## src/assert_macros.svh

```systemverilog
// Assertion macros for the RTL files of the key edge and auto-repeat block.
`ifndef ASSERT_MACROS_SVH
`define ASSERT_MACROS_SVH

// Clocked property, switched off while reset is asserted
`define ASSERT_CLK(lbl, clk, rst_n, prop, msg) \
    lbl: assert property (@(posedge clk) disable iff (!rst_n) prop) else $error(msg);

// Condition that must never be seen at a clock edge out of reset
`define ASSERT_NEVER(lbl, clk, rst_n, cond, msg) \
    `ASSERT_CLK(lbl, clk, rst_n, !(cond), msg)

`endif

```

## src/kear_pkg.sv

```systemverilog
// Types and constants of the key edge and auto-repeat block.
`default_nettype none

package kear_pkg;

    // Key set geometry, bit 0 is A and the top bit is L
    localparam int unsigned KEY_COUNT = 10;
    localparam int unsigned BIT_A     = 0;
    localparam int unsigned BIT_L     = 9;

    localparam int unsigned DELAY_W = 8;
    localparam int unsigned MODE_W  = 2;
    localparam int unsigned ADDR_W  = 4;
    localparam int unsigned DATA_W  = 32;

    typedef logic [KEY_COUNT-1:0] t_keys;
    typedef logic [DELAY_W-1:0]   t_delay;
    typedef logic [MODE_W-1:0]    t_mode;

    // Button mode that folds L onto A
    localparam t_mode MODE_REMAP_L_TO_A = 2'd2;

    // Register map, word index
    typedef enum logic [1:0] {
        REG_START_DELAY    = 2'd0,
        REG_CONTINUE_DELAY = 2'd1,
        REG_BUTTON_MODE    = 2'd2,
        REG_WATCHED_MASK   = 2'd3
    } t_reg_idx;

    // Reset values of the registers
    localparam t_delay START_DELAY_RST    = 8'd40;
    localparam t_delay CONTINUE_DELAY_RST = 8'd5;

    // One result request
    typedef struct packed {
        t_keys new_raw;
        t_keys new_keys;
        t_keys held_raw;
        t_keys held_keys;
        t_keys new_and_repeated;
        logic  watched_pressed;
    } t_result;

endpackage

`default_nettype wire

```

## src/key_edge_and_auto_repeat_top.sv

```systemverilog
// Top level of the key edge and auto-repeat block: key state, repeat timer and output buffer.
`default_nettype none
`include "assert_macros.svh"

// Takes one frame sample of active-low key lines per request and returns one result per
// request: the newly pressed keys, the held set, their L-to-A remapped forms, the new keys
// merged with typematic repeats and a sticky flag for watched keys. A request is accepted
// whenever the skid entry is free, at one request per cycle while o_in_stall is low, a rate
// set by the single read-modify-write of the held set, repeat countdown and watched flag
// registers. A two-entry output buffer lets one further request in while a result waits to
// be taken; o_in_stall rises only when both are full. Registers are to be written through
// the APB-style port only while the block is idle; the block itself does not enforce this.
module key_edge_and_auto_repeat_top (
    input  wire                          i_clk,
    input  wire                          i_rst_n,
    // configuration port
    input  wire                          psel,
    input  wire                          penable,
    input  wire                          pwrite,
    input  wire [kear_pkg::ADDR_W-1:0]   paddr,
    input  wire [kear_pkg::DATA_W-1:0]   pwdata,
    output logic [kear_pkg::DATA_W-1:0]  prdata,
    output logic                         pready,
    // input channel
    input  wire                          i_in_valid,
    output logic                         o_in_stall,
    input  wire [kear_pkg::KEY_COUNT-1:0] i_key_lines,
    input  wire                          i_clear_watched,
    // output channel
    output logic                         o_out_valid,
    input  wire                          i_out_stall,
    output logic [kear_pkg::KEY_COUNT-1:0] o_new_raw,
    output logic [kear_pkg::KEY_COUNT-1:0] o_new_keys,
    output logic [kear_pkg::KEY_COUNT-1:0] o_held_raw,
    output logic [kear_pkg::KEY_COUNT-1:0] o_held_keys,
    output logic [kear_pkg::KEY_COUNT-1:0] o_new_and_repeated,
    output logic                         o_watched_pressed
);

    // Configuration registers
    kear_pkg::t_delay r_start_delay;
    kear_pkg::t_delay r_continue_delay;
    kear_pkg::t_mode  r_button_mode;
    kear_pkg::t_keys  r_watched_mask;

    // Frame state
    kear_pkg::t_keys  r_prev_held;
    kear_pkg::t_delay r_repeat_count;
    logic             r_watched_flag;

    kear_pkg::t_keys  n_prev_held;
    kear_pkg::t_delay n_repeat_count;
    logic             n_watched_flag;

    // Output buffer
    kear_pkg::t_result r_out;
    logic              r_out_valid;
    kear_pkg::t_result r_skid;
    logic              r_skid_valid;

    kear_pkg::t_result n_result;
    kear_pkg::t_reg_idx w_idx;
    kear_pkg::t_delay   w_dec;
    logic               w_cfg_wr;
    logic               w_in_acc;
    logic               w_out_take;

    assign pready   = 1'b1;
    assign w_idx    = kear_pkg::t_reg_idx'(paddr[3:2]);
    assign w_cfg_wr = psel && penable && pwrite && pready;

    // Register writes
    always_ff @(posedge i_clk) begin
        if (!i_rst_n) begin
            r_start_delay    <= kear_pkg::START_DELAY_RST;
            r_continue_delay <= kear_pkg::CONTINUE_DELAY_RST;
            r_button_mode    <= '0;
            r_watched_mask   <= '0;
        end else if (w_cfg_wr) begin
            case (w_idx)
                kear_pkg::REG_START_DELAY:    r_start_delay    <= pwdata[kear_pkg::DELAY_W-1:0];
                kear_pkg::REG_CONTINUE_DELAY: r_continue_delay <= pwdata[kear_pkg::DELAY_W-1:0];
                kear_pkg::REG_BUTTON_MODE:    r_button_mode    <= pwdata[kear_pkg::MODE_W-1:0];
                kear_pkg::REG_WATCHED_MASK:   r_watched_mask   <= pwdata[kear_pkg::KEY_COUNT-1:0];
                default: ;
            endcase
        end
    end

    // Register read-back, zero extended
    always_comb begin
        case (w_idx)
            kear_pkg::REG_START_DELAY:
                prdata = kear_pkg::DATA_W'(r_start_delay);
            kear_pkg::REG_CONTINUE_DELAY:
                prdata = kear_pkg::DATA_W'(r_continue_delay);
            kear_pkg::REG_BUTTON_MODE:
                prdata = kear_pkg::DATA_W'(r_button_mode);
            kear_pkg::REG_WATCHED_MASK:
                prdata = kear_pkg::DATA_W'(r_watched_mask);
            default:
                prdata = '0;
        endcase
    end

    // Handshake: new request goes in unless the skid entry is occupied
    assign o_in_stall = r_skid_valid;
    assign w_in_acc   = i_in_valid && !r_skid_valid;
    assign w_out_take = r_out_valid && !i_out_stall;

    // Frame update: edges, repeat timer, remap and watched flag
    always_comb begin
        kear_pkg::t_keys held;
        kear_pkg::t_keys fresh;
        kear_pkg::t_keys rep;
        kear_pkg::t_keys fresh_m;
        kear_pkg::t_keys held_m;
        logic            flag;

        held  = ~i_key_lines;
        fresh = held & ~r_prev_held;
        rep   = fresh;
        w_dec = r_repeat_count - kear_pkg::DELAY_W'(1);

        // same non-empty set still held: count down, repeat on zero
        if ((held != '0) && (held == r_prev_held)) begin
            if (w_dec == '0) begin
                rep            = held;
                n_repeat_count = r_continue_delay;
            end else begin
                n_repeat_count = w_dec;
            end
        end else begin
            n_repeat_count = r_start_delay;
        end

        fresh_m = fresh;
        held_m  = held;
        if (r_button_mode == kear_pkg::MODE_REMAP_L_TO_A) begin
            fresh_m[kear_pkg::BIT_A] = fresh[kear_pkg::BIT_A] | fresh[kear_pkg::BIT_L];
            held_m[kear_pkg::BIT_A]  = held[kear_pkg::BIT_A] | held[kear_pkg::BIT_L];
        end

        // clear goes first, a watched press in the same frame wins
        flag           = r_watched_flag && !i_clear_watched;
        n_watched_flag = flag || ((fresh_m & r_watched_mask) != '0);
        n_prev_held    = held;

        n_result.new_raw          = fresh;
        n_result.new_keys         = fresh_m;
        n_result.held_raw         = held;
        n_result.held_keys        = held_m;
        n_result.new_and_repeated = rep;
        n_result.watched_pressed  = n_watched_flag;
    end

    // State registers
    always_ff @(posedge i_clk) begin
        if (!i_rst_n) begin
            r_prev_held    <= '0;
            r_repeat_count <= '0;
            r_watched_flag <= 1'b0;
        end else if (w_in_acc) begin
            r_prev_held    <= n_prev_held;
            r_repeat_count <= n_repeat_count;
            r_watched_flag <= n_watched_flag;
        end
    end

    // Output register and skid entry
    always_ff @(posedge i_clk) begin
        if (!i_rst_n) begin
            r_out_valid  <= 1'b0;
            r_skid_valid <= 1'b0;
        end else if (w_out_take || !r_out_valid) begin
            if (r_skid_valid) begin
                r_out_valid  <= 1'b1;
                r_skid_valid <= 1'b0;
            end else begin
                r_out_valid  <= w_in_acc;
            end
        end else if (w_in_acc) begin
            r_skid_valid <= 1'b1;
        end
    end

    // Payload, no reset
    always_ff @(posedge i_clk) begin
        if (w_out_take || !r_out_valid) begin
            if (r_skid_valid) begin
                r_out <= r_skid;
            end else if (w_in_acc) begin
                r_out <= n_result;
            end
        end else if (w_in_acc) begin
            r_skid <= n_result;
        end
    end

    assign o_out_valid        = r_out_valid;
    assign o_new_raw          = r_out.new_raw;
    assign o_new_keys         = r_out.new_keys;
    assign o_held_raw         = r_out.held_raw;
    assign o_held_keys        = r_out.held_keys;
    assign o_new_and_repeated = r_out.new_and_repeated;
    assign o_watched_pressed  = r_out.watched_pressed;

    // Checks
    `ASSERT_NEVER(a_skid_without_out, i_clk, i_rst_n, r_skid_valid && !r_out_valid, "skid entry full while output register empty")
    `ASSERT_CLK(a_stalled_req_to_skid, i_clk, i_rst_n, w_in_acc && r_out_valid && i_out_stall |=> r_skid_valid, "request lost while output stalled")
    `ASSERT_CLK(a_timer_reload, i_clk, i_rst_n, w_in_acc && (n_prev_held != r_prev_held) |=> r_repeat_count == $past(r_start_delay), "repeat timer not reloaded on changed key set")

endmodule

`default_nettype wire

```

## config.mk

```make
export PLATFORM = sky130hd
export DESIGN_NAME = key_edge_and_auto_repeat_top
export DESIGN_NICKNAME = d
export VERILOG_FILES = /design/src/kear_pkg.sv /design/src/key_edge_and_auto_repeat_top.sv
export VERILOG_INCLUDE_DIRS = /design/src /design/src/src
export SDC_FILE = /design/constraint.sdc
export NUM_CORES = 1
export LEC_CHECK = 0
export BUFFER_PORTS_ARGS = -buffer_cell sky130_fd_sc_hd__buf_2
export CAP_MARGIN = 20
export CELL_PAD_IN_SITES_DETAIL_PLACEMENT = 0
export CELL_PAD_IN_SITES_GLOBAL_PLACEMENT = 1
export CORE_MARGIN = 2
export CORE_UTILIZATION = 39
export CTS_CLUSTER_DIAMETER = 30
export DETAILED_ROUTE_END_ITERATION = 6
export GPL_TIMING_DRIVEN = 0
export PLACE_DENSITY_LB_ADDON = 0.1
export SYNTH_ARGS = -nofsm -noshare
export SYNTH_HDL_FRONTEND = slang
export SYNTH_SLANG_ARGS = --single-unit
```

## constraint.sdc

```tcl
create_clock -name i_clk -period 6.8 [get_ports i_clk]
set_clock_uncertainty 0.2 [all_clocks]
set_input_delay 0.34 -clock i_clk [delete_from_list [all_inputs] [get_ports i_clk]]
set_output_delay 0.34 -clock i_clk [all_outputs]
set_load 0.02 [all_outputs]
```

* Word level (Yosys, flattened, before mapping)
Index checks and enable logic that the tools add are counted.
Operators by class: add/subtract/negate cells 1, equality and inequality tests 5, multiplexer cells 10, bitwise operators 8, reduce and logical (&&, ||, !) cells 24
Operators by type and width (number):
- 32-bit one-hot mux with 4 select lines | 1
- 51-bit two-way mux | 2
- 10-bit AND | 2
- 10-bit two-way mux | 2
- 10-bit inverter | 2
- 10-bit nonzero test | 2
- 8-bit two-way mux | 2
- 2-bit AND reduction | 6
- 10-bit equality test | 1
- 8-bit zero test | 1
- 8-bit by 1-bit subtractor with 8-bit output (second input constant) | 1
- 2-bit equality test (second input constant) | 3
- 1-bit logical AND | 6
- 1-bit zero test | 4
- 1-bit two-way mux | 3
- 2-bit by 1-bit equality test with 1-bit output (second input constant) | 1
- 2-bit zero test | 1
- 1-bit logical OR | 2
- 1-bit inverter | 2
- 1-bit bitwise OR | 2
- 2-bit nonzero test | 1
- 2-bit OR reduction | 1
Word-level totals: register bits 151, bits of input ports 54, output and inout port bits 86, word-level logic and storage cells 69

* Longest topological paths before layout
Gate-level depths: netlist (run 1).
word-level depth 9, mapped depth 9, depth with buffers taken out 7

* Worst setup path after synthesis (run 1)
No wires, ideal clock.
path kind reg2reg, start register r_skid_valid (netlist: o_in_stall), end register r_skid[0] (netlist name) (enable), setup time 0.427 ns, arrival time 2.806 ns, data required time 6.173 ns, setup slack 3.367 ns, stages on the path, launching flop included 6, path buffers 3, clock period less this slack 3.433 ns, path through dfxtp_1 > clkbuf_1 > nor2b_1 > clkbuf_1 > buf_1 > nor2b_1
On the way: longest elaborated chain between the ends 3
Ends and longest elaborated chain:
- from (decl) | line key_edge_and_auto_repeat_top.sv:59 | logic r_skid_valid;
- from (signal assigned) | line key_edge_and_auto_repeat_top.sv:174 | r_skid_valid <= 1'b0;
- from (signal assigned) | line key_edge_and_auto_repeat_top.sv:178 | r_skid_valid <= 1'b0;
- from (signal assigned) | line key_edge_and_auto_repeat_top.sv:183 | r_skid_valid <= 1'b1;
- 1-bit zero test | line key_edge_and_auto_repeat_top.sv:108 | assign w_in_acc = i_in_valid && !r_skid_valid;
- 1-bit logical AND | line key_edge_and_auto_repeat_top.sv:108
- 2-bit AND reduction (no source line)
- to (signal assigned) | line key_edge_and_auto_repeat_top.sv:196 | r_skid <= n_result;
- to (decl) | line key_edge_and_auto_repeat_top.sv:58 | kear_pkg::t_result r_skid;
No other way between the ends. A chain may end at the register's enable or synchronous reset.

* Worst setup path after layout (run 1)
start register r_skid_valid (netlist: o_in_stall), end register r_skid[31] (netlist name) (enable)
Same word-level chain as after synthesis.

==> results of run 1 <==
-- synthesized netlist by cell type (3+ instances only) --
master,instances
nand2_1,77
edfxtp_1,66
dfxtp_1,49
buf_4,46
inv_1,42
o21ai_0,34
clkbuf_1,20
a21boi_0,19
mux2i_1,18
a31oi_1,16
nand3_1,15
ha_1,12
a41o_1,10
nand4_1,10
nor2_1,10
nor2b_1,10
o211a_1,10
o21bai_1,9
a2bb2oi_1,8
xnor2_1,6
buf_1,5
mux2_2,5
a22oi_1,4
buf_2,4
a21o_1,3
a21oi_1,3
nand4b_1,3
nor3_1,3
nor4_1,3
o21ai_1,3
-- path summary, 6_finish.rpt --
kind | depth (start not counted) | slack (ps) | endpoint | from
worst max register to register | 5 | 3620 | r_skid[31] | o_in_stall
worst min-delay path | 3 | 8 | r_watched_mask[7] | pwdata[7]
worst max-delay path | 5 | 3620 | r_skid[31] | o_in_stall
worst min register to register | 2 | 290 | r_button_mode[0] | r_button_mode[0]
-- area by class of cell --
class	instances	area [µm²]	share of cell area, %
Buffer	75	459	6.36
Clock buffer	20	437	6.05
Clock inverter	12	163	2.25
Inverter	42	158	2.18
Multi-Input combinational cell	346	2290	31.7
Sequential cell	115	2960	41.0
Tap cell	184	230	3.19
Timing Repair Buffer	97	526	7.28
-- per-stage QoR --
stage	total power (W)	cells	worst slack [ps]	hold slack, ps	area, µm²
floorplan	0.000971	578	3370	252	5850
global placement	0.00105	853	2210	275	6530
detailed placement	0.00105	854	3600	281	6570
CTS	0.00196	891	3600	1.52	7220
global route	0.00202	891	3380	16.4	7220
finish	0.00196	891	3620	8.16	7220
-- worst reg2reg max path, delay by kind of cell, from the launching register on --
family	cells	cell delay, ps
buffers and inverters	3	1150
AND/OR/NAND/NOR	2	1130
flip-flops	1	300
-- power by group --
part | leakage [nW] | internal [W] | switching (W)
registers | 1.03 | 0.000773 | 0.0000141
logic | 1.76 | 0.0000969 | 0.000158
clock network | 0.289 | 0.000606 | 0.000308
-- registers in the layout, summed over array words and instances (netlist names), 2 cells and up --
register / flops
r_button_mode: 2
o_new_raw: 10
r_start_delay: 8
r_skid: 33
o_new_and_repeated: 10
r_prev_held: 10
r_continue_delay: 8
r_watched_mask: 10
r_repeat_count: 8
o_held_raw: 10
-- cell families after synthesis --
family,after synthesis
xor+xnor,7
flops,115
fa+ha+maj,12
simple gates,148
buf+inv,117
compound gates,131
other cells,2
mux,25
-- per-layer routing --
metal | track usage (%) | vias up | part of all wire (%)
li1 | - | 2211 | -
met4 | 8.63 | 0 | 3.1
met3 | 4.33 | 27 | 4.4
met2 | 32.5 | 124 | 48
met5 | 0 | - | 0
met1 | 24.0 | 2164 | 44
==> metrics.yaml, run 1 <==
min_period_over_period_pct: 46.8
first_pass_iters: 4
vias: 4526
path_clk_slew_ps: 50
ys_top_cells_by_area: "edfxtp_1 34%, dfxtp_1 17%, buf_4 6.0%"
synthAdderAreaFrac_pct: 2.60
synth_simple_gate_area_share_pct: 13.0
vias_per_cell: 5.08
drt_iter0_drc: 261
ys.flop_type: "edfxtp_1"
final_common_cell: "buf_2"
clock_sinks: 115
nets: 760
die_y_um: 126
cp_slowest_cell: "nor2b_4"
gp_congestion: 0.842
crit_path_frequent_cell: "clkbuf_1"
crit_buf_inv: 3
syn_avg_cell_area_um2: 10.4
grt_overflow_total: 0
cts_tree: "built"
finish.utilization_pct: 49.9
synth_top_family_by_area: "compound AO/OA/AOI/OAI gates"
slew_viol_final: 0
critical_path_peak_fanout: 33
die_w_um: 126
cp_slowest_stage_delay_ps: 920
muxShareOfSynthArea_pct: 4.88
wl_per_cell_um: 17.0
maxCapViolations: 0
h-tree-depth: 4
dieArea_um2: 15800
place.detailed.hpwl_um: 11200
worst_slew_pin_slew_ps: 1020
antenna_found_initial: 0
postCtsHoldBufs: 5
coreArea_um2: 14500
syn_inst: 557
slew_headroom_pct: 31.4
grt_first_pass_wirelength_um: 23500
fin_setup_tns_ps: 0
synthToLayoutAreaGrowth_pct: 25.2
initial_utilization_pct: 39.8
criticalPathCategory: "register to register"
ys_warn_count: 0
layout_min_cycle_time_ps: 3180
clkLatencyLatePin_ps: 420
antenna_cells: 0
cts_setup_buffers: 0
numCtsBuffers: 17
synth_edf_count: 66
cp-end-kind: "register"
status: "finished, final reports clean"
fillers: 1358
grt_pass1_vias: 4334
netlist_area_um2: 5770
grt_max_degree: 34
final_cell_mix: "95 x buf_2, 77 x nand2_1, 66 x edfxtp_1, 49 x dfxtp_1, 46 x buf_4"
ir_drop_uv: 158
p_leak_nw: 3.08
hold_violations: 0
synth_cell_types: 55
fmax_ghz: 0.314
drive_above_1_share_pct: 26.6
synth-xor-area-share_pct: 1.06
io_pins: 140
portBuffers: 91
cts-root-buf: "clkbuf_16"
cts_resized: 0
gr-usage-all-layers_pct: 19.4
synth-seq-cells: 115
yosysTopAreaCellShare_pct: 34.4
routed_wl_um: 15100
setup-violations-final: 0
path_cells: "clkbuf_1 -> nor2b_1 -> clkbuf_1 -> buf_1 -> nor2b_4"
drcViolationCount: 0
async_reset_ff_share_pct: 0
clockBufferDepth: 2
detail-route-antenna-nets: 0
crit_required_ps: 6630
hold_class: "input port to register"
synth_top_cell_by_area: "edfxtp_1"
powerDensity_nw_per_um2: 271
crit_path_start_kind: "register"
ys_seq_area_share_pct: 51.4
rsz0062_at_grt: "false"
critPathArrivalTime_ps: 3020
row_count: 44
critPathTopFamily: "buffers and inverters"
synth_compound_area_share_pct: 16.2
Note: power is estimated with default switching activity, not from simulation.
==> run 2, diff against run 1 <==
ABC_AREA = 1   (was not set)
clock period = 2.96 ns   (was 6.8 ns; I/O delays follow)
==> run 2 against run 1 <==
Combinational power rose by 120%. Core utilization increased by 2.3 points. Largest cell class unchanged. Highest routed layer unchanged. Via count grew 2.3%. Non-clock buffer count up 10. Critical path depth increased by 1. Synthesized area is 4.6% lower. Cell area is 0.16% lower. Critical path type unchanged. Sequential share of layout area rose by 0.064 points. Sequential power rose by 130%. Clock power increased by 130%. Largest power group unchanged.
==> metrics.yaml, run 2 <==
status: "finished, final reports clean"
fmax_ghz: 0.391
muxShareOfSynthArea_pct: 0
synth_cell_types: 34
largest_register_ff_count: 33
async_reset_ff_share_pct: 0
h-tree-depth: 4
coreArea_um2: 13800
syn_avg_cell_area_um2: 8.79
largest_register: "r_skid"
yosys-top-cells-count: "130 x nand2_1, 67 x nor2_1, 66 x edfxtp_1, 63 x o21ai_0, 59 x inv_1"
synth-seq-cells: 115
place.detailed.hpwl_um: 10300
fin_setup_tns_ps: 0
met2_length_um: 7370
dr.max_layer_used: "met4"
synth_edf_count: 66
die_w_um: 123
worst_slew_pin_slew_ps: 668
criticalPathCategory: "register to register"
clkLatencyLatePin_ps: 420
synthToLayoutAreaGrowth_pct: 31.0
setup-violations-final: 0
ys_warn_count: 0
clockBufferDepth: 2
rsz0062_at_grt: "false"
hold_violations: 0
die_y_um: 123
hold_class: "input port to register"
nets: 852
gr-usage-all-layers_pct: 20.8
routed_wl_um: 14800
row_count: 43
synthAdderAreaFrac_pct: 2.73
maxCapViolations: 0
dieArea_um2: 15100
netlist_area_um2: 5500
crit_path_start_kind: "register"
clock_sinks: 115
drt-met1-wl_um: 6410
gp_congestion: 0.866
antenna_found_initial: 0
portBuffers: 91
crit_required_ps: 3060
ys.flop_type: "edfxtp_1"
syn_inst: 626
antenna_cells: 0
cts-root-buf: "clkbuf_16"
drive_above_1_share_pct: 24.2
vias_per_cell: 4.73
grt_first_pass_wirelength_um: 23000
first_pass_iters: 5
cp-end-kind: "register"
grt_overflow_total: 0
finish.utilization_pct: 52.1
drcViolationCount: 0
synth_compound_area_share_pct: 9.98
cts_tree: "built"
critPathArrivalTime_ps: 2660
initial_utilization_pct: 39.8
final_cell_mix: "130 x nand2_1, 93 x buf_2, 66 x nor2_1, 66 x edfxtp_1, 63 x o21ai_0"
synth_top_cell_by_area: "edfxtp_1"
io_pins: 140
p_leak_nw: 3.21
fillers: 1304
slew_viol_final: 0
slew_headroom_pct: 55.5
numCtsBuffers: 17
grt_max_degree: 33
ys_top_cells_by_area: "edfxtp_1 36%, dfxtp_1 18%, nand2_1 8.9%"
postCtsHoldBufs: 27
ir_drop_uv: 359
cts_setup_buffers: 0
critical_path_peak_fanout: 10
synth_simple_gate_area_share_pct: 21.0
synth-xor-area-share_pct: 0.159
detail-route-antenna-nets: 0
min_period_over_period_pct: 86.3
powerDensity_nw_per_um2: 626
cts_resized: 0
met3_wirelength_um: 795
yosysMostFrequentCell: "nand2_1"
path_clk_slew_ps: 60
yosysTopAreaCellShare_pct: 36.0
synth_top_family_by_area: "simple AND/OR/NAND/NOR gates"
grt_pass1_vias: 4336
wl_per_cell_um: 15.1
ys_seq_area_share_pct: 53.8
vias: 4631
final_common_cell: "nand2_1"
holdWs_ps: 10.3
drt_iter0_drc: 293
layout_min_cycle_time_ps: 2560
-- run 2: final timing paths --
path / from / endpoint / slack (ps) / depth (start not counted)
max reg2reg: o_in_stall / r_prev_held[0] / 400 / 6
min: i_rst_n / r_prev_held[3] / 10 / 3
min reg2reg: r_button_mode[1] / r_button_mode[1] / 280 / 2
max: o_in_stall / r_prev_held[0] / 400 / 6
-- run 2: power by group --
part           internal [W]  switching [W]  leakage (nW)
Combinational      0.000213       0.000354          1.90
Sequential          0.00178      0.0000349          1.03
Clock               0.00140       0.000733         0.292
Total               0.00339        0.00112          3.21
-- run 2: stage by stage --
stage | power, W | cells | setup WS (ps) | cell area, µm²
after floorplan | 0.00221 | 647 | 467 | 5590
after global placement | 0.00237 | 918 | -74.0 | 6270
after detailed placement | 0.00239 | 920 | 588 | 6320
after CTS | 0.00455 | 979 | 461 | 7210
after global routing | 0.00469 | 979 | 279 | 7210
final | 0.00452 | 979 | 405 | 7210
-- run 2: layout make-up --
cell class / count / area [µm²] / share of cell area (%)
Multi-Input combinational cell: 407 / 1970 / 27.3
Sequential cell: 115 / 2960 / 41.1
Buffer: 62 / 432 / 5.99
Timing Repair Buffer: 120 / 766 / 10.6
Clock inverter: 14 / 188 / 2.60
Tap cell: 180 / 225 / 3.12
Inverter: 63 / 236 / 3.28
Clock buffer: 18 / 429 / 5.95
-- run 2: routing by layer --
metal  vias up  GRT usage (%)
li1       2333              -
met1      2146           26.3
met2       129           34.3
met3        23           5.30
met4         0           7.83
met5         -              0
-- run 2: kinds of logic after synthesis --
| logic type | count (synthesis) |
|---|---|
| buffers and inverters | 125 |
| xor gates and xnor gates | 1 |
| DFF | 115 |
| adders and majority gates | 12 |
| AOI/OAI and AO/OA | 104 |
| and+or+nand+nor | 267 |
| other | 2 |
-- run 2: critical path, stage by stage, from the launching register on --
cell and delay (ps):
dfxtp_1 300, buf_2 150, nor2_1 180, clkbuf_1 390, clkbuf_1 490, a21oi_1 140
dlygate4sd3_1 580
